--- src/hdl/kqo_ram.sv ---
module kqo_ram #(
   parameter int WIDTH = 8,
   parameter int DEPTH = 16
) (
   input  logic                     clock,
   input  logic                     we,
   input  logic [$clog2(DEPTH)-1:0] waddr,
   input  logic [WIDTH-1:0]         wdata,
   input  logic [$clog2(DEPTH)-1:0] raddr,
   output logic [WIDTH-1:0]         rdata
);

   logic [WIDTH-1:0] mem_ff [DEPTH];
   logic [WIDTH-1:0] rdata_ff;

   always_ff @(posedge clock) begin
      if (we) begin
         mem_ff[waddr] <= wdata;
      end
      rdata_ff <= mem_ff[raddr];
   end

   assign rdata = rdata_ff;

endmodule

--- config.mk ---
export PLATFORM = sky130hd
export DESIGN_NAME = kqo_ram
export DESIGN_NICKNAME = d
export VERILOG_FILES = /design/src/hdl/kqo_ram.sv
export SDC_FILE = /design/constraint.sdc
export NUM_CORES = 1
export LEC_CHECK = 0
export BUFFER_PORTS_ARGS = -buffer_cell sky130_fd_sc_hd__buf_4
export CAP_MARGIN = 20
export CORE_MARGIN = 2
export CORE_UTILIZATION = 41
export CTS_CLUSTER_SIZE = 30
export DETAILED_ROUTE_END_ITERATION = 10
export HOLD_SLACK_MARGIN = 0.12
export PLACE_DENSITY = 0.65
export SYNTH_ARGS = -nofsm -noshare
export SYNTH_HDL_FRONTEND = slang
export SYNTH_SLANG_ARGS = --single-unit
--- constraint.sdc ---
create_clock -name clock -period 2.2 [get_ports clock]
set_clock_uncertainty 0.1 [all_clocks]
set_input_delay 0.33 -clock clock [delete_from_list [all_inputs] [get_ports clock]]
set_output_delay 0.33 -clock clock [all_outputs]
set_load 0.005 [all_outputs]
# == Word level (Yosys, flattened, before mapping) ==
# Memory sizes are Yosys's and may differ from the RTL's. A register that Yosys moved wholly into a read port is not among the register bits.
# Index checks and enable logic that the tools add are counted.
# Widths: inputs -> output; s select.
# word_totals
register_bits,0
mem_bits_rw,128
inputBits,18
output_inout_bits,8
elab_cells,3
mem_count,1
# memory_table
name,depth,word_bits,read_ports,rd_ports_with_merged_regs,write_ports,line_no,text
mem_ff,16,8,1,1,1,13,logic [WIDTH-1:0] mem_ff [DEPTH];
# op_classes
muxes,2
# op_table
cell,n
$mux 1,2

# == Longest topological paths before layout ==
# depth
depth_word,2
mapped_depth,5
mapped_depth_nobuf,3

# == Least setup slack after synthesis ==
# OpenSTA, ideal clock, no wires.
# synth_path
kind,input -> register
from,in waddr[2]
to,"mem mem_ff[0][0], enable pin"
setup_time_ns,0.383
arrival_time_ns,1.440
required_time_ns,1.717
slack_ns,0.277
cell_stages,2
path_buffers,0
cell_sequence,or3b_2 -> nor3_1
# synth_lines
element,line_no,text
start: declaration,7,"input logic [$clog2(DEPTH)-1:0] waddr,"
end: declaration,13,
# Straight into the memory's write port.

==> impl_metrics.yaml <==
status:
  status: "finished clean"
setup_path:
  r2r_start: "mem_ff[10][4]$_DFFE_PP_"
  worstPathArrival_ns: 1.76
  worst_setup_path_start_kind: "input port"
  reg2reg_slack_ns: 0.69
  critPathMaxFanout: 13
  critPathKind: "in2reg"
  reg2regPathDepth: 3
  crit_path_max_incr_delay_ns: 0.57
  crit_family: "multiplexers"
  crit_top_cell: "buf_4"
  cp.required_ns: 2.38
  cpMaxStageDelayCell: "mux4_1"
  critPathBufInv: 2
  crit_chain: "buf_4 > buf_4 > mux4_1 > a22oi_1 > nand2_1"
  r2r-end: "rdata[4]$_DFF_P_"
  end_kind: "register"
global_route:
  antenna_found_initial: 0
  grt_max_degree: 33
  gr-total-overflow: 0
  grt_pass1_wl_um: 15000
  grt_use_total_pct: 16.4
  grt_pass1_vias: 2445
min_path:
  min_from: "wdata[2]"
  whs_path_depth: 1
  min_to: "mem_ff[15][2]$_DFFE_PP_"
  hold_class: "in2reg"
floorplan:
  die_x_um: 116
  initial_core_util_pct: 42.5
  die-area_um2: 13500
  ios: 26
  die_h_um: 116
  rows: 40
  core_um2: 12100
synth:
  synthMuxAreaShare_pct: 15.0
  yosysUniqueCellTypes: 19
  synth_top_family_by_area: "multiplexers"
  yosys_warnings: 0
  ys_seq_area_share_pct: 77.8
  synth-xor-area-share_pct: 0
  synth_area_um2: 5150
  synth_top_area_cell: "edfxtp_1"
  synth_cells: 229
  synthSimpleGateAreaFrac_pct: 3.18
  syn-num-nets: 247
  netlist_top_cells_area: "edfxtp_1 75%, mux4_2 7.9%, mux4_1 7.1%, dfxtp_1 3.1%, a22oi_1 2.3%"
  synth_fa_ha_area_share_pct: 0
  avgSynthCellArea_um2: 22.5
  synth-compound-area-share_pct: 2.33
  synth-seq-cells: 136
  synth_top_area_share_pct: 74.7
placement:
  dpl-instance-area_um2: 5620
  place.port_buffers: 25
  gp_congestion: 0.751
  dp_hpwl_um: 6250
cts:
  clk_pin_slew_ns: 0.06
  cts_buffers: 17
  cts_sinks: 136
  cts_buffer_depth: 2
  htreeDepth: 4
  cts_resized: 0
  cts_setup_buffers: 0
  clock_latency_ns: 0.41
  cts_tree: "yes"
  cts_root_buf: "clkbuf_16"
timing:
  fmax_mhz: 633
  slew_violations: 0
  worstMarginPinSlew_ns: 0.650
  grt_setup_unrepaired: "false"
  finalCriticalPeriod_ns: 1.58
  setup_viol: 0
  hold_viol: 0
  tns_ns: 0
  finalCritPeriodShare_pct: 71.8
  max_slew_margin_pct: 56.5
  whs_ns: 0.131
drt:
  ant_nets: 0
  wirelength_um: 10200
  drc: 0
  dr.pass1.iters: 4
  drtIter0Drc: 294
  via_per_inst: 5.33
  wl_per_cell_um: 21.8
  num_vias: 2490
pwr:
  switching_share_pct: 19.1
  p_switching_w: 0.00116
  leakage_nw: 2.13
  p_int_w: 0.00492
  pwr-share-clk_pct: 47.3
  power_per_cell_area_nw_per_um2: 976
  vdd_ir_drop_max_v: 0.000512
  comb_power_share_pct: 4.7
  pwr-share-seq_pct: 48.0
cells_and_area:
  regArea_um2: 4000
  diodes: 0
  drive_gt1_share_pct: 31.1
  layout.nets: 304
  areaGrowthSynthToFinish_pct: 21.1
  multi_input_area_um2: 1060
  finalInstanceArea_um2: 6230
  n_fill_cell: 960
job:
  max_cap_viol_count: 0
==> routing by layer <==
metal  track usage (%)  wire [um]  up-vias
met1              22.6       4420     1307
met3              4.65        711        9
li1                  -          -     1084
met5                 0          0        -
met4              5.48         80        0
met2              25.5       4950       90
==> how the worst max path moves through the flow <==
stage                                   endpoint  slack (ns)  cells after the start  startpoint
final                           rdata[4]$_DFF_P_        0.62                      5    raddr[0]
after global routing            rdata[4]$_DFF_P_        0.54                      5    raddr[0]
after CTS                       rdata[4]$_DFF_P_        0.63                      5    raddr[0]
after detailed placement        rdata[4]$_DFF_P_        0.20                      5    raddr[0]
after global placement          rdata[4]$_DFF_P_        0.20                      5    raddr[0]
after floorplan           mem_ff[0][0]$_DFFE_PP_        0.28                      2    waddr[2]
==> what timing repair did <==
action,CTS,global route
hold buffers,1,0
endpoints found under the hold margin,9,0
endpoints found under the setup margin,0,0
==> power by group through the flow <==
stage / combinational [W] / clock, W / sequential, W
floorplan: 0.000147 / 0 / 0.00296
global placement: 0.000279 / 0 / 0.00297
detailed placement: 0.000286 / 0 / 0.00297
finish: 0.000284 / 0.00288 / 0.00292
CTS: 0.000289 / 0.00292 / 0.00292
global route: 0.000309 / 0.00304 / 0.00292
==> worst reg2reg max path, delay by kind of cell, from the launching register on <==
kind | cells | cell delay (ns)
AO/OA/AOI/OAI | 1 | 0.34
flip-flops | 1 | 0.36
multiplexers | 1 | 0.51
AND/OR/NAND/NOR | 1 | 0.08
==> stage by stage <==
| step | utilization, % | instances | power, W | setup WS [ns] |
|---|---|---|---|---|
| 6_report | 51.4 | 467 | 0.00608 | 0.621 |
| 2_1_floorplan | - | 229 | 0.00311 | 0.277 |
| 5_1_grt | 51.4 | 467 | 0.00627 | 0.540 |
| 3_5_place_dp | 46.4 | 434 | 0.00326 | 0.197 |
| 4_1_cts | 51.4 | 467 | 0.00613 | 0.629 |
| 3_3_place_gp | 46.4 | 434 | 0.00325 | 0.197 |
==> cell usage after synthesis, drive strengths merged <==
library cell   instances
nand3b                 2
mux4                  32
and2b                  1
nand2                  9
nor2                  13
or3b                   1
nand3                  1
nor3                   4
nand2b                 2
dfxtp                  8
edfxtp               128
nor2b                  1
clkdlybuf4s25          3
a22oi                 16
buf                    7
and2                   1
==> cell families (layout without fill, tap and decap cells) <==
kind of cell           count (synthesis)  count (layout)
buffers and inverters                 10              80
and+or+nand+nor                       35              35
DFF                                  136             136
muxes                                 32              32
AOI/OAI and AO/OA                     16              16
==> sequential cells by signal, summed over array words and instances, names as in the netlist <==
| signal | count |
|---|---|
| rdata | 8 |
| mem_ff | 128 |
==> cells in the final DEF (no fill, tap or decap), drive strengths merged <==
cell and count:
mux4 32, nor2b 1, nor3 4, clkbuf 22, buf 47, or3b 1
dfxtp 8, nand3b 2, edfxtp 128, and2 1, bufinv 4, nand3 1
nor2 13, dlygate4sd3 1, and2b 1, nand2b 2, clkinv 5, a22oi 16
clkinvlp 1, nand2 9
==> layout make-up <==
type / count / area share, %
Multi-Input combinational cell: 83 / 17.0
Clock inverter: 10 / 2.45
Clock buffer: 22 / 7.13
Timing Repair Buffer: 48 / 5.82
Sequential cell: 136 / 64.3
Tap cell: 168 / 3.37
Note: power is estimated with default switching activity, not from simulation.
