===== config.mk =====
export PLATFORM = sky130hd
export DESIGN_NAME = kqo_div
export DESIGN_NICKNAME = d
export VERILOG_FILES = /design/src/hdl/kqo_pkg.sv /design/src/hdl/kqo_div.sv
export SDC_FILE = /design/constraint.sdc
export NUM_CORES = 1
export LEC_CHECK = 0
export ABC_CLOCK_PERIOD_IN_PS = 14950
export BUFFER_PORTS_ARGS = -buffer_cell sky130_fd_sc_hd__buf_4
export CAP_MARGIN = 20
export CORE_MARGIN = 5
export CORE_UTILIZATION = 60
export CTS_BUF_LIST = sky130_fd_sc_hd__clkbuf_8 sky130_fd_sc_hd__clkbuf_16
export DETAILED_ROUTE_END_ITERATION = 7
export PLACE_DENSITY = 0.81
export SLEW_MARGIN = 20
export SYNTH_ARGS = -nofsm -noshare
export SYNTH_HDL_FRONTEND = slang
export SYNTH_SLANG_ARGS = --single-unit

===== constraint.sdc =====
create_clock -name clock -period 14.95 [get_ports clock]
set_clock_uncertainty 0.15 [all_clocks]
set_input_delay 2.99 -clock clock [delete_from_list [all_inputs] [get_ports clock]]
set_output_delay 2.99 -clock clock [all_outputs]
set_load 0.02 [all_outputs]

===== src/hdl/kqo_pkg.sv =====
package kqo_pkg;

   localparam int MAX_FRAMES = 64;
   localparam int ADDR_W     = $clog2(MAX_FRAMES);
   localparam int CNT_W      = ADDR_W + 1;

   localparam int TIME_W  = 20;
   localparam int COMP_W  = 16;
   localparam int QUAT_W  = 4 * COMP_W;
   localparam int KEY_W   = TIME_W + QUAT_W;
   localparam int FC_W    = 7;
   localparam int INC_W   = 16;
   localparam int T_W     = 17;   // weight 0..65536
   localparam int P_W     = 25;   // lerped component, |p| <= 2^23
   localparam int MUL_W   = 2 * P_W;
   localparam int PR_W    = 48;   // product of two components
   localparam int N_W     = 49;   // sum of four squares
   localparam int E_W     = 51;
   localparam int DIVN_W  = 64;
   localparam int DIVD_W  = N_W;
   localparam int QUO_W   = 16;
   localparam int ENT_N   = 9;

   localparam logic [FC_W-1:0]  FC_RESET  = FC_W'(1);
   localparam logic [INC_W-1:0] INC_RESET = INC_W'(100);
   localparam logic [QUO_W-1:0] ONE_Q14   = QUO_W'(16384);

   localparam logic KIND_LOAD = 1'b0;
   localparam logic KIND_TICK = 1'b1;

   localparam logic CSR_FRAME_COUNT = 1'b0;
   localparam logic CSR_STEP_INC    = 1'b1;

   typedef struct packed {
      logic              start;
      logic [DIVN_W-1:0] numer;
      logic [DIVD_W-1:0] denom;
   } div_req_type;

   typedef struct packed {
      logic             done;
      logic [QUO_W-1:0] quot;
   } div_rsp_type;

endpackage


===== src/hdl/kqo_div.sv =====
// Restoring divider, one quotient bit per cycle. Caller guarantees
// numer < denom << QUO_W so the quotient fits.
module kqo_div import kqo_pkg::*; (
   input  logic        clock,
   input  logic        reset,
   input  div_req_type req,
   output div_rsp_type rsp
);

   localparam int K_W = $clog2(QUO_W);

   logic              busy_ff, busy_in;
   logic              done_ff, done_in;
   logic [K_W-1:0]    k_ff, k_in;
   logic [DIVN_W-1:0] rem_ff, rem_in;
   logic [DIVD_W-1:0] den_ff, den_in;
   logic [QUO_W-1:0]  quo_ff, quo_in;
   logic [DIVN_W-1:0] shifted;

   always_comb begin
      busy_in = busy_ff;
      done_in = 1'b0;
      k_in    = k_ff;
      rem_in  = rem_ff;
      den_in  = den_ff;
      quo_in  = quo_ff;
      shifted = DIVN_W'(den_ff) << k_ff;
      if (req.start) begin
         busy_in = 1'b1;
         k_in    = K_W'(QUO_W - 1);
         rem_in  = req.numer;
         den_in  = req.denom;
         quo_in  = '0;
      end else if (busy_ff) begin
         if (rem_ff >= shifted) begin
            rem_in       = rem_ff - shifted;
            quo_in[k_ff] = 1'b1;
         end
         if (k_ff == '0) begin
            busy_in = 1'b0;
            done_in = 1'b1;
         end else begin
            k_in = k_ff - 1'b1;
         end
      end
   end

   always_ff @(posedge clock) begin
      if (reset) begin
         busy_ff <= 1'b0;
         done_ff <= 1'b0;
      end else begin
         busy_ff <= busy_in;
         done_ff <= done_in;
      end
      k_ff   <= k_in;
      rem_ff <= rem_in;
      den_ff <= den_in;
      quo_ff <= quo_in;
   end

   assign rsp.done = done_ff;
   assign rsp.quot = quo_ff;

endmodule

# After elaboration in Yosys (flattened, before gate mapping)
# Cells that the tools add are included.
[totals] reg_bits=135 in_bits=116 output_inout_bits=17 elab_cells=32
[op_classes] add_sub_neg=2 order_cmp=3 n_shift=1 muxes=9 bitwise=3 reduce_logical=8
[ops] cell="64-bit two-way mux" n=3
[ops] cell="64-bit greater-or-equal comparator" n=1
[ops] cell="49-bit by 4-bit << shifter with 64-bit output" n=1
[ops] cell="64-bit subtractor" n=1
[ops] cell="16-bit bitwise OR" n=1
[ops] cell="2-bit AND reduction" n=3
[ops] cell="4-bit by 5-bit < comparator with 1-bit output (second input constant)" n=1
[ops] cell="1-bit two-way mux" n=5
[ops] cell="1-bit demux with 4-bit select" n=1
[ops] cell="4-bit by 1-bit greater-or-equal comparator with 1-bit output (second input constant)" n=1
[ops] cell="4-bit zero test" n=1
[ops] cell="2-bit nonzero test" n=2
[ops] cell="4-bit by 1-bit subtractor with 4-bit output (second input constant)" n=1
[ops] cell="3-bit OR reduction" n=1
[ops] cell="1-bit inverter" n=2
[ops] cell="1-bit logical AND" n=1

# Depth between registers and ports, before layout
# Gate-level depths: netlist of run 1.
[logic_depth] word_depth=5 ltp_mapped=22 mapped_depth_nobuf=17

# Worst setup path after synthesis of run 1
# OpenSTA, ideal clock, no wires.
[synth_path] path_kind="flip-flop to flip-flop" start="reg k_ff[0]" end="reg rem_ff[0], enable pin" setup_time_ns=0.692 t_arrival_ns=4.923 path_slack_ns=9.184 stages_incl_launch_ff=17 synth_period_minus_slack_ns=5.766 cell_sequence="dfxtp_1 > clkbuf_1 > buf_2 > mux4_2 > mux2_2 > o21ai_0 > ha_1 > clkbuf_1 > and3_2 > a221oi_1 > nand3_1 > a21oi_2 > o21bai_1 > a31oi_1 > o211ai_1 > nand2_1 > nand2_1"
[synth_between] elab_chain_cells=4
[synth_rtl] item="from (decl)" line_no="kqo_div.sv:14" rtl="logic [K_W-1:0] k_ff, k_in;"
[synth_rtl] item="from (signal assigned)" line_no="kqo_div.sv:56" rtl="k_ff <= k_in;"
[synth_rtl] item="49-bit by 4-bit << shifter with 64-bit output" line_no="kqo_div.sv:27" rtl="shifted = DIVN_W'(den_ff) << k_ff;"
[synth_rtl] item="64-bit greater-or-equal comparator" line_no="kqo_div.sv:35" rtl="if (rem_ff >= shifted) begin"
[synth_rtl] item="2-bit nonzero test (no source line)"
[synth_rtl] item="2-bit AND reduction (no source line)"
[synth_rtl] item="to (signal assigned)" line_no="kqo_div.sv:57" rtl="rem_ff <= rem_in;"
[synth_rtl] item="to (decl)" line_no="kqo_div.sv:15" rtl="logic [DIVN_W-1:0] rem_ff, rem_in;"
# Every way passes these cells.
# A chain may end at the register's enable or synchronous reset.

# Final worst setup path of run 1
[layout_path] start="reg k_ff[0]" end="reg rem_ff[19], enable pin"
# The elaborated chain is that of the path after synthesis.

==> results of run 1 <==
-- layout by cell type (no fill, tap or decap), types with 19 or more instances in the layout --
cell      synthesis  layout
a21o_1           28      28
a21oi_1         103     103
buf_4             2     142
edfxtp_1        113     113
ha_1             68      68
inv_1            41      41
mux2_2           26      26
mux2i_1          38      38
mux4_2           36      36
nand2_1         164     163
nand3_1          23      23
nand4_1          21      21
nor2_1           76      76
o21ai_0         113     113
o21ai_1          19      19
xnor2_1          34      34
xor2_1           26      26
-- Yosys cell counts (all sizes together), types with 5 or more instances --
cell type	count	area, µm²
a211oi	10	90.09
mux2	26	292.8
mux4	36	810.8
a31oi	12	81.33
nand2	165	621.9
ha	68	850.8
clkbuf	50	207.7
dfxtp	22	440.4
nor3b	5	37.54
o211ai	9	77.57
o21bai	18	135.1
o31ai	5	42.54
nor2	76	285.3
o21a	6	45.04
xnor2	34	297.8
or2	5	31.28
xor2	26	227.7
mux2i	38	380.4
nor2b	9	56.30
nand4	21	131.4
a41oi	9	78.83
nor3	11	60.06
o21ai	134	678.2
and3	6	38.79
nand2b	8	50.05
inv	41	153.9
nand3	23	115.1
a21oi	108	559.3
o2bb2ai	5	43.79
a21o	28	210.2
edfxtp	113	3393
a22oi	5	37.54
buf	29	166.4
-- per-stage QoR --
stage / power [mW] / instances / hold WS (ns)
floorplan: 1.441 / 1200 / 0.3426
finish: 2.142 / 1523 / 0.3148
CTS: 2.124 / 1523 / 0.3206
global route: 2.280 / 1523 / 0.3581
global placement: 1.691 / 1491 / 0.3044
detailed placement: 1.694 / 1491 / 0.3102
-- final cells by class --
cell class | count | area [µm²]
inverter | 43 | 161.4
fill | 1393 | 5477
multi-input combinational | 942 | 6683
clock buffer | 18 | 450.4
clock inverter | 14 | 123.9
timing repair buffer | 142 | 1066
tap | 229 | 286.5
sequential | 135 | 3839
-- path summary, 6_finish.rpt --
check,startpoint,end,slack (ns),cells past startpoint
max,k_ff[0],rem_ff[19],8.35,15
min,quo_ff[0],quo_ff[0],0.31,2
max reg2reg,k_ff[0],rem_ff[19],8.35,15
min reg2reg,quo_ff[0],quo_ff[0],0.31,2
-- cell families after synthesis --
| kind of cell | share of synthesized area (%) |
|---|---|
| mux | 13.42 |
| flops | 34.66 |
| compound gates | 20.43 |
| fa+ha+maj | 7.873 |
| buf+inv | 4.943 |
| simple gates | 13.93 |
| xor+xnor | 4.751 |
-- layer usage --
layer | vias to the layer above | wire, µm
li1 | 4620 | -
met1 | 4502 | 13050
met2 | 477 | 14400
met3 | 66 | 2559
met4 | 0 | 883
met5 | - | 0
-- worst max-delay path, delay by kind of cell (launching register included) --
| family | cells | cell delay [ns] |
|---|---|---|
| compound gates | 3 | 1.15 |
| fa+ha+maj | 1 | 0.26 |
| simple gates | 6 | 1.94 |
| buf+inv | 3 | 1.42 |
| flops | 1 | 0.31 |
| mux | 2 | 0.90 |
-- report_power, final --
group          internal [mW]  switching, mW  total, mW
Clock                  0.229          0.190      0.419
Sequential             0.525         0.0492      0.574
Combinational          0.467          0.681       1.15
Total                   1.22          0.921       2.14
-- flip-flops by register name, indices dropped and copies added (netlist names) --
register,cells
done_ff,1
den_ff,49
rem_ff,64
quo_ff,16
busy_ff,1
k_ff,4
==> summary.txt, run 1 <==
Outcome
  – Status: complete, no violations

Power and ir drop
  – P per Cell Area: 169.8 nW/µm²
  – Maximum vdd ir drop: 0.1007 mV
  – Leakage Power: ~5.3 nW

Clock network
  – Post-CTS Hold Buffers: 0
  – Num CTS Buffers: 17
  – Post-CTS Resized: 0
  – Worst-skew pair later-pin latency: 0.44 ns
  – # H-tree levels: 4
  – TritonCTS clock tree: done
  – CTS sink count: 135
  – CTS root buf: clkbuf_16
  – Setup bufs post-CTS: 0
  – Clk slew on worst S/H paths: 0.07 ns
  – Clock buffer depth: 2

GRT
  – Grt met3 use: between 6 and 7%
  – GRT met2 Usage: 45.27%
  – Initial antenna violation count: 0
  – Vias in the first global route: 9238
  – Most Crowded Layer GR: met2
  – GR Util All Layers: 28.74%
  – First-pass GRT wire length: 49.01 mm
  – Congestion Overflow GR: 0
  – GR Layer Usage met1: 39.53%
  – Largest net degree at the start of global routing: 88

Finish
  – Final instance area: 12610 µm²
  – Layout area overhead: 14.00%
  – Nets: 1466
  – Final core occ: between 60 and 70%
  – Diode count: 0
  – Layout cells sized above 1: around a fifth

Synth
  – Cell variety after synth: 73
  – Post-synth EDFFs: 113
  – Post-Syn Area: 11060 µm²
  – Yosys reg bits: 135
  – Synth Flop Type: edfxtp_1
  – Synth warn: 0
  – Asr flop ratio synth: 0%
  – Post-synthesis sequential area ratio: 34.66%
  – Mean Syn Cell Area: about 9.2 µm²
  – Syn_nets: between 1000 and 1500
  – Cells after synthesis: 1200

Floorplan
  – Die W: 145.8 µm
  – Die ar.: between 20000 and 25000 µm²
  – Row count: 49
  – I/O pin total: 133
  – CORE AREA: 18090 µm²
  – Initial core utilization: between 60 and 70%
  – DIE HEIGHT: roughly 150 µm

Timing
  – Worst-Margin Slew: roughly 0.95 ns
  – Final Hold Fails: 0
  – TNS Setup: 0 ns
  – Final Cycle Share: between 40% and 50%
  – Fin. max-slew vios: 0
  – RSZ-0062 raised after global routing: no
  – Slew HR: 36.47%
  – Worst setup margin: ~8.3 ns
  – Setup violations, final: 0
  – Minimum clock period: roughly 6.6 ns
  – Achievable Freq: around 0.15 GHz

Placed design
  – Dpl ws: between 8 and 9 ns
  – Placed Area: 12040 µm²
  – GPL Wtd Cong: 0.9620
  – Dpl hpwl: 23.37 mm
  – Port bufs: 132

Routing
  – Vias post-DR: 9665
  – First-pass DRT Iterations: 5
  – Vias per inst: about 6.3
  – Total Wirelength: 30.90 mm
  – WL per Instance: 20.29 µm
  – Post-DRT Antenna Nets: 0
  – # DRC: 0
  – Initial DRC count: 932

Job
  – Max_cap viols: 0

Critical path
  – Slowest stage cell, crit path: o211ai_1
  – Critical Path AT: 6.51 ns
  – Most common cell on crit path: buf_4
  – Crit end category: flip-flop
  – CP required: 14.86 ns
  – CP Launch Type: flip-flop
  – WS Path Type: reg -> reg
  – Slowest cell delay on critical path: about 0.82 ns
  – Top fanout value on the critical path: 64
  – CP cell instances: buf_4 > mux4_2 > mux2_2 > nor2_1 > a21oi_1 > inv_1 > ha_1 > nand4_1 > or3_1 > nor4_1 > a31oi_1 > o211ai_1 > nand2_1 > nand2_2 > buf_4

Worst hold path
  – Hold/Removal Path Class: reg -> reg
Power figures use the tool's default switching activity.
==> inputs of run 2 (changes only) <==
--- a/config.mk
+++ b/config.mk
@@ -5,7 +5,7 @@
 export SDC_FILE = /design/constraint.sdc
 export NUM_CORES = 1
 export LEC_CHECK = 0
-export ABC_CLOCK_PERIOD_IN_PS = 14950
+export ABC_CLOCK_PERIOD_IN_PS = 6500
 export BUFFER_PORTS_ARGS = -buffer_cell sky130_fd_sc_hd__buf_4
 export CAP_MARGIN = 20
 export CORE_MARGIN = 5
==> constraint.sdc (replaced) <==
create_clock -name clock -period 6.5 [get_ports clock]
set_clock_uncertainty 0.15 [all_clocks]
set_input_delay 1.3 -clock clock [delete_from_list [all_inputs] [get_ports clock]]
set_output_delay 1.3 -clock clock [all_outputs]
set_load 0.02 [all_outputs]
==> summary.txt, run 2 (same netlist as run 1, synthesis figures left out) <==
Placed design
  – Placed insts: 1494 (+0.20%)
  – Port bufs: 132 (unchanged)
  – GPL Wtd Cong: 0.9753 (+1.4%)
  – Dpl hpwl: 24.04 mm (+2.9%)

Finish
  – Diode count: 0 (unchanged)
  – Register area: 3839 µm² (unchanged)
  – Filler cells: 1380 (-0.93%)
  – Layout cells sized above 1: 20.89% (+0.18 points)
  – Biggest register: rem_ff
  – Area of the multi-input gates: 6683 µm² (unchanged)
  – Largest register FFs: 64 (unchanged)
  – Most frequent cells in the layout: nand2_1, buf_4, o21ai_0, edfxtp_1, a21oi_1
  – Largest registers: rem_ff x64, den_ff x49, quo_ff x16
  – Nets: 1469 (+0.20%)
  – Layout area overhead: 14.63%
  – Finished Layout Cells: 1526 (+0.20%)
  – Commonest non-fill, non-tap cell in the layout: nand2_1

Critical path
  – WS Path Type: reg -> reg
  – CP startpoint: k_ff[0]
  – R2R Setup Slk: 0.85 ns (-7.50 ns)
  – CP required: 6.53 ns (-8.33 ns)
  – Top fanout value on the critical path: 25 (-61%)
  – Crit end category: flip-flop
  – Critical Path AT: 5.68 ns (-0.83 ns)
  – Reg-to-Reg Start: k_ff[0]
  – CP Launch Type: flip-flop

Power and ir drop
  – Int Pwr: 2.807 mW (+130%)
  – Maximum vdd ir drop: 0.2252 mV (+120%)
  – Switching power: 2.142 mW (+130%)
  – Sw Ratio: 43.29% (+0.30 points)
  – Clock share of power: 19.4% (-0.2 points)
  – P per Cell Area: 390.4 nW/µm² (+130%)
  – Comb power frac: 54.0% (+0.4 points)
  – Leakage Power: 5.308 nW (+0.54%)
  – Sequential share of power: 26.6% (-0.2 points)

Clock network
  – # H-tree levels: 4 (unchanged)
  – Post-CTS Hold Buffers: 0 (unchanged)
  – Num CTS Buffers: 17 (unchanged)
  – CTS sink count: 135 (unchanged)
  – Clk slew on worst S/H paths: 0.07 ns (about the same)
  – Clock buffer depth: 2 (unchanged)
  – TritonCTS clock tree: done
  – Setup bufs post-CTS: 0 (unchanged)
  – Worst-skew pair later-pin latency: 0.44 ns (about the same)
  – CTS root buf: clkbuf_16
  – Post-CTS Resized: 0 (unchanged)

Floorplan
  – I/O pin total: 133 (unchanged)
  – Die W: 145.8 µm (unchanged)
  – DIE HEIGHT: 145.8 µm (unchanged)
  – Initial core utilization: 61.16% (unchanged)
  – Die ar.: 21250 µm² (unchanged)
  – Row count: 49 (unchanged)
  – CORE AREA: 18090 µm² (unchanged)

Timing
  – Minimum clock period: 5.650 ns (-0.9513 ns)
  – Fin. max-slew vios: 0 (unchanged)
  – Slew HR: 34.05% (-2.4 points)
  – Achievable Freq: 0.1770 GHz (+17%)
  – Final Cycle Share: 86.92% (+43 points)
  – Setup violations, final: 0 (unchanged)
  – Final Hold Fails: 0 (unchanged)
  – Worst-Margin Slew: 0.9892 ns (+0.04038 ns)
  – RSZ-0062 raised after global routing: no
  – TNS Setup: 0 ns (unchanged)

Routing
  – Total Wirelength: 31.67 mm (+2.5%)
  – First-pass DRT Iterations: 6 (+1)
  – Vias per inst: 6.415 (+1.1%)
  – WL per Instance: 20.75 µm (+2.3%)
  – Vias post-DR: 9790 (+1.3%)
  – Post-DRT Antenna Nets: 0 (unchanged)
  – Initial DRC count: 908 (-2.6%)
  – # DRC: 0 (unchanged)

GRT
  – First-pass GRT wire length: 49.64 mm (+1.3%)
  – Largest net degree at the start of global routing: 98 (+11%)
  – Congestion Overflow GR: 0 (unchanged)
  – GR Util All Layers: 29.22% (+0.48 points)
  – Vias in the first global route: 9349 (+1.2%)
  – Initial antenna violation count: 0 (unchanged)

Outcome
  – Status: complete, no violations

Job
  – Max_cap viols: 0 (unchanged)

Worst hold path
  – Min-delay src: quo_ff[4]
  – Hold/Removal Path Class: reg -> reg
## run 2: changes by cell type in the layout (fill, tap and decap cells not counted), sizes merged
cell / delta
buf: +3
clkinv: +2
clkbuf: -1
inv: -1
## run 2: area by class of cell
cell class,count,share of cell area (%)
Clock buffer,17,3.355
Clock inverter,15,1.243
Inverter,43,1.273
Multi-Input combinational cell,942,52.71
Sequential cell,135,30.28
Tap cell,229,2.260
Timing Repair Buffer,145,8.882
## run 2: final timing paths
| check | to | cells after the start |
|---|---|---|
| min | quo_ff[4] | 1 |
| min reg2reg | quo_ff[4] | 1 |
| max reg2reg | rem_ff[8] | 17 |
| max | rem_ff[8] | 17 |
## run 2: power groups by stage
stage / Combinational (mW) / Clock [mW] / Sequential (mW)
floorplan: 2.04 / 0 / 1.28
global placement: 2.57 / 0 / 1.33
detailed placement: 2.59 / 0 / 1.32
CTS: 2.62 / 0.963 / 1.31
global route: 2.92 / 1.01 / 1.33
finish: 2.67 / 0.959 / 1.32
## run 2: stage by stage
step	area (µm²)	utilization [%]	worst slack, ns	power, mW	hold WS (ns)
6_report	12680	70.10	0.8504	4.949	0.3227
3_3_place_gp	12100	66.88	0.9469	3.895	0.3003
4_1_cts	12680	70.10	0.8609	4.895	0.3214
3_5_place_dp	12100	66.88	0.9177	3.911	0.3047
2_1_floorplan	11060	-	0.7344	3.314	0.3426
5_1_grt	12680	70.10	0.4376	5.260	0.3397
## run 2: metal layers
metal	GRT usage [%]	share of wire, %	vias to the layer above
li1	-	-	4631
met1	38.74	41	4519
met2	45.80	46	540
met3	6.602	9.0	100
met4	13.58	4.5	0
met5	0	0	-
## run 2: critical path: stages, from the launching register on
cell,delay [ns]
dfxtp_2,0.33
buf_4,0.36
mux4_2,0.58
mux2i_1,0.25
nor2_1,0.07
a21oi_1,0.18
ha_1,0.36
a21oi_1,0.29
o21ai_1,0.16
a221oi_1,0.35
nand3_1,0.23
a21oi_2,0.25
o21bai_1,0.24
a31oi_1,0.32
o211ai_1,0.18
nand2_1,0.28
nand2_2,0.44
buf_12,0.34
==> inputs of run 3 (changes only) <==
--- a/config.mk
+++ b/config.mk
@@ -12,7 +12,7 @@
 export CORE_UTILIZATION = 60
 export CTS_BUF_LIST = sky130_fd_sc_hd__clkbuf_8 sky130_fd_sc_hd__clkbuf_16
 export DETAILED_ROUTE_END_ITERATION = 7
-export PLACE_DENSITY = 0.81
+export PLACE_DENSITY = 0.82
 export SLEW_MARGIN = 20
 export SYNTH_ARGS = -nofsm -noshare
 export SYNTH_HDL_FRONTEND = slang
==> summary.txt, run 3 (same netlist as run 1, synthesis figures left out) <==
Critical path
  – R2R depth: 16 (-1)
  – Slowest stage cell, crit path: dfxtp_2
  – CP startpoint: k_ff[1]
  – Reg-to-Reg Start: k_ff[1]
  – Top fanout value on the critical path: 64 (+160%)
  – Levels on crit path: 16 (-1)
  – Crit end category: flip-flop
  – Worst setup endpoint: rem_ff[29]
  – WS Path Type: reg -> reg
  – Critical Path AT: 6.10 ns (+0.42 ns)
  – Kind of cell adding the most delay to the critical path: compound AO/OA/AOI/OAI gates
  – Worst Path Buf+Inv: 1 (-1)
  – R2R Setup Slk: 0.35 ns (-0.50 ns)
  – Slowest cell delay on critical path: 0.95 ns (+0.37 ns)
  – CP cell instances: mux2i_1 > o21ai_0 > mux2i_1 > or2_2 > ha_1 > o21ai_0 > nor3_1 > nand3_1 > nand3_1 > a21oi_2 > o21bai_1 > a31oi_1 > o211ai_1 > nand2_1 > nand2_2 > buf_12
  – Reg-to-Reg End: rem_ff[29]
  – CP Launch Type: flip-flop
  – CP required: 6.45 ns (-0.08 ns)

Placed design
  – GPL Wtd Cong: 1.033 (+5.9%)
  – Port bufs: 132 (unchanged)
  – Dpl hpwl: 22.65 mm (-5.8%)
  – Placed insts: 1491 (-0.20%)

Finish
  – Filler cells: 1356 (-1.7%)
  – Commonest non-fill, non-tap cell in the layout: nand2_1
  – Biggest register: rem_ff
  – Layout cells sized above 1: 20.71% (-0.18 points)
  – Diode count: 0 (unchanged)
  – Largest registers: rem_ff x64, den_ff x49, quo_ff x16
  – Nets: 1466 (-0.20%)
  – Most frequent cells in the layout: nand2_1, buf_4, o21ai_0, edfxtp_1, a21oi_1
  – Largest register FFs: 64 (unchanged)
  – Layout area overhead: 14.65% (about the same)
  – Finished Layout Cells: 1523 (-0.20%)

Clock network
  – Clock buffer depth: 2 (unchanged)
  – Num CTS Buffers: 17 (unchanged)
  – Worst-skew pair later-pin latency: 0.44 ns (about the same)
  – Post-CTS Hold Buffers: 0 (unchanged)
  – Post-CTS Resized: 0 (unchanged)
  – CTS root buf: clkbuf_16
  – CTS sink count: 135 (unchanged)
  – Setup bufs post-CTS: 0 (unchanged)
  – # H-tree levels: 4 (unchanged)
  – Clk slew on worst S/H paths: 0.07 ns (about the same)
  – TritonCTS clock tree: done

Timing
  – Slew HR: 35.61% (+1.6 points)
  – Worst-Margin Slew: 0.9617 ns (-0.02752 ns)
  – TNS Setup: 0 ns (unchanged)
  – Final Hold Fails: 0 (unchanged)
  – Achievable Freq: 0.1625 GHz (-8.2%)
  – Final Cycle Share: 94.67% (+7.7 points)
  – Minimum clock period: 6.153 ns (+0.5037 ns)
  – RSZ-0062 raised after global routing: no
  – Fin. max-slew vios: 0 (unchanged)
  – Setup violations, final: 0 (unchanged)

Worst hold path
  – Hold/Removal Path Class: reg -> reg
  – Min-Delay Path Depth: 2 (+1)

GRT
  – Vias in the first global route: 9477 (+1.4%)
  – Congestion Overflow GR: 0 (unchanged)
  – GR Util All Layers: 28.42% (-0.81 points)
  – Largest net degree at the start of global routing: 99 (+1.0%)
  – Initial antenna violation count: 0 (unchanged)
  – First-pass GRT wire length: 48.98 mm (-1.3%)

Floorplan
  – Die ar.: 21250 µm² (unchanged)
  – Initial core utilization: 61.16% (unchanged)
  – Row count: 49 (unchanged)
  – DIE HEIGHT: 145.8 µm (unchanged)
  – Die W: 145.8 µm (unchanged)
  – I/O pin total: 133 (unchanged)
  – CORE AREA: 18090 µm² (unchanged)

Power and ir drop
  – Leakage Power: 5.310 nW (about the same)
  – Final Power: 4.984 mW (+0.70%)
  – P per Cell Area: 393.0 nW/µm² (+0.68%)
  – Maximum vdd ir drop: 0.2731 mV (+21%)

Job
  – Max_cap viols: 0 (unchanged)

Routing
  – WL per Instance: 20.18 µm (-2.8%)
  – Post-DRT Antenna Nets: 0 (unchanged)
  – Vias post-DR: 9801 (+0.11%)
  – Initial DRC count: 1040 (+15%)
  – Vias per inst: 6.435 (+0.31%)
  – First-pass DRT Iterations: 6 (unchanged)
  – # DRC: 0 (unchanged)
  – Total Wirelength: 30.73 mm (-3.0%)

Outcome
  – Status: complete, no violations
[run 3: cell type report]
| class | count | area [µm²] | share of cell area, % |
|---|---|---|---|
| Multi-Input combinational cell | 942 | 6683 | 52.70 |
| Sequential cell | 135 | 3839 | 30.27 |
| Timing Repair Buffer | 142 | 1104 | 8.703 |
| Clock buffer | 21 | 514.2 | 4.055 |
| Tap cell | 229 | 286.5 | 2.260 |
| Inverter | 43 | 161.4 | 1.273 |
| Clock inverter | 11 | 93.84 | 0.7400 |
[run 3: per-layer routing]
metal	track usage, %	vias to the layer above	wire, µm
met5	0	-	0
met1	36.36	4573	12360
li1	-	4616	-
met2	46.59	511	14560
met4	11.49	0	1073
met3	6.820	101	2741
[run 3: power by group]
group          total, mW  leakage, nW  switching (mW)  internal [mW]
sequential          1.33         1.30           0.125           1.21
clock               1.00        0.304           0.424          0.579
combinational       2.65         3.71            1.57           1.08
[run 3: worst min-delay path by stage]
stage	slack [ns]	endpoint	start
finish	0.31	quo_ff[15]	quo_ff[15]
global route	0.34	quo_ff[15]	quo_ff[15]
CTS	0.32	quo_ff[15]	quo_ff[15]
detailed placement	0.31	quo_ff[15]	quo_ff[15]
global placement	0.30	quo_ff[12]	quo_ff[12]
floorplan	0.34	done_ff	busy_ff
[run 3: metrics by stage]
stage	cell area (µm²)	hold WS (ns)	setup slack [ns]	util, %
2_1_floorplan	11060	0.3426	0.7344	-
3_3_place_gp	12070	0.3022	0.7842	66.75
3_5_place_dp	12070	0.3074	0.6101	66.75
4_1_cts	12680	0.3165	0.5559	70.11
5_1_grt	12680	0.3366	0.1101	70.11
6_report	12680	0.3134	0.3467	70.11
[run 3: worst min-delay path: cells and delay by family, from the launching register on]
| kind | cells | cell delay [ns] |
|---|---|---|
| buffers and inverters | 1 | 0.05 |
| AO/OA/AOI/OAI | 1 | 0.06 |
| flip-flops | 1 | 0.31 |
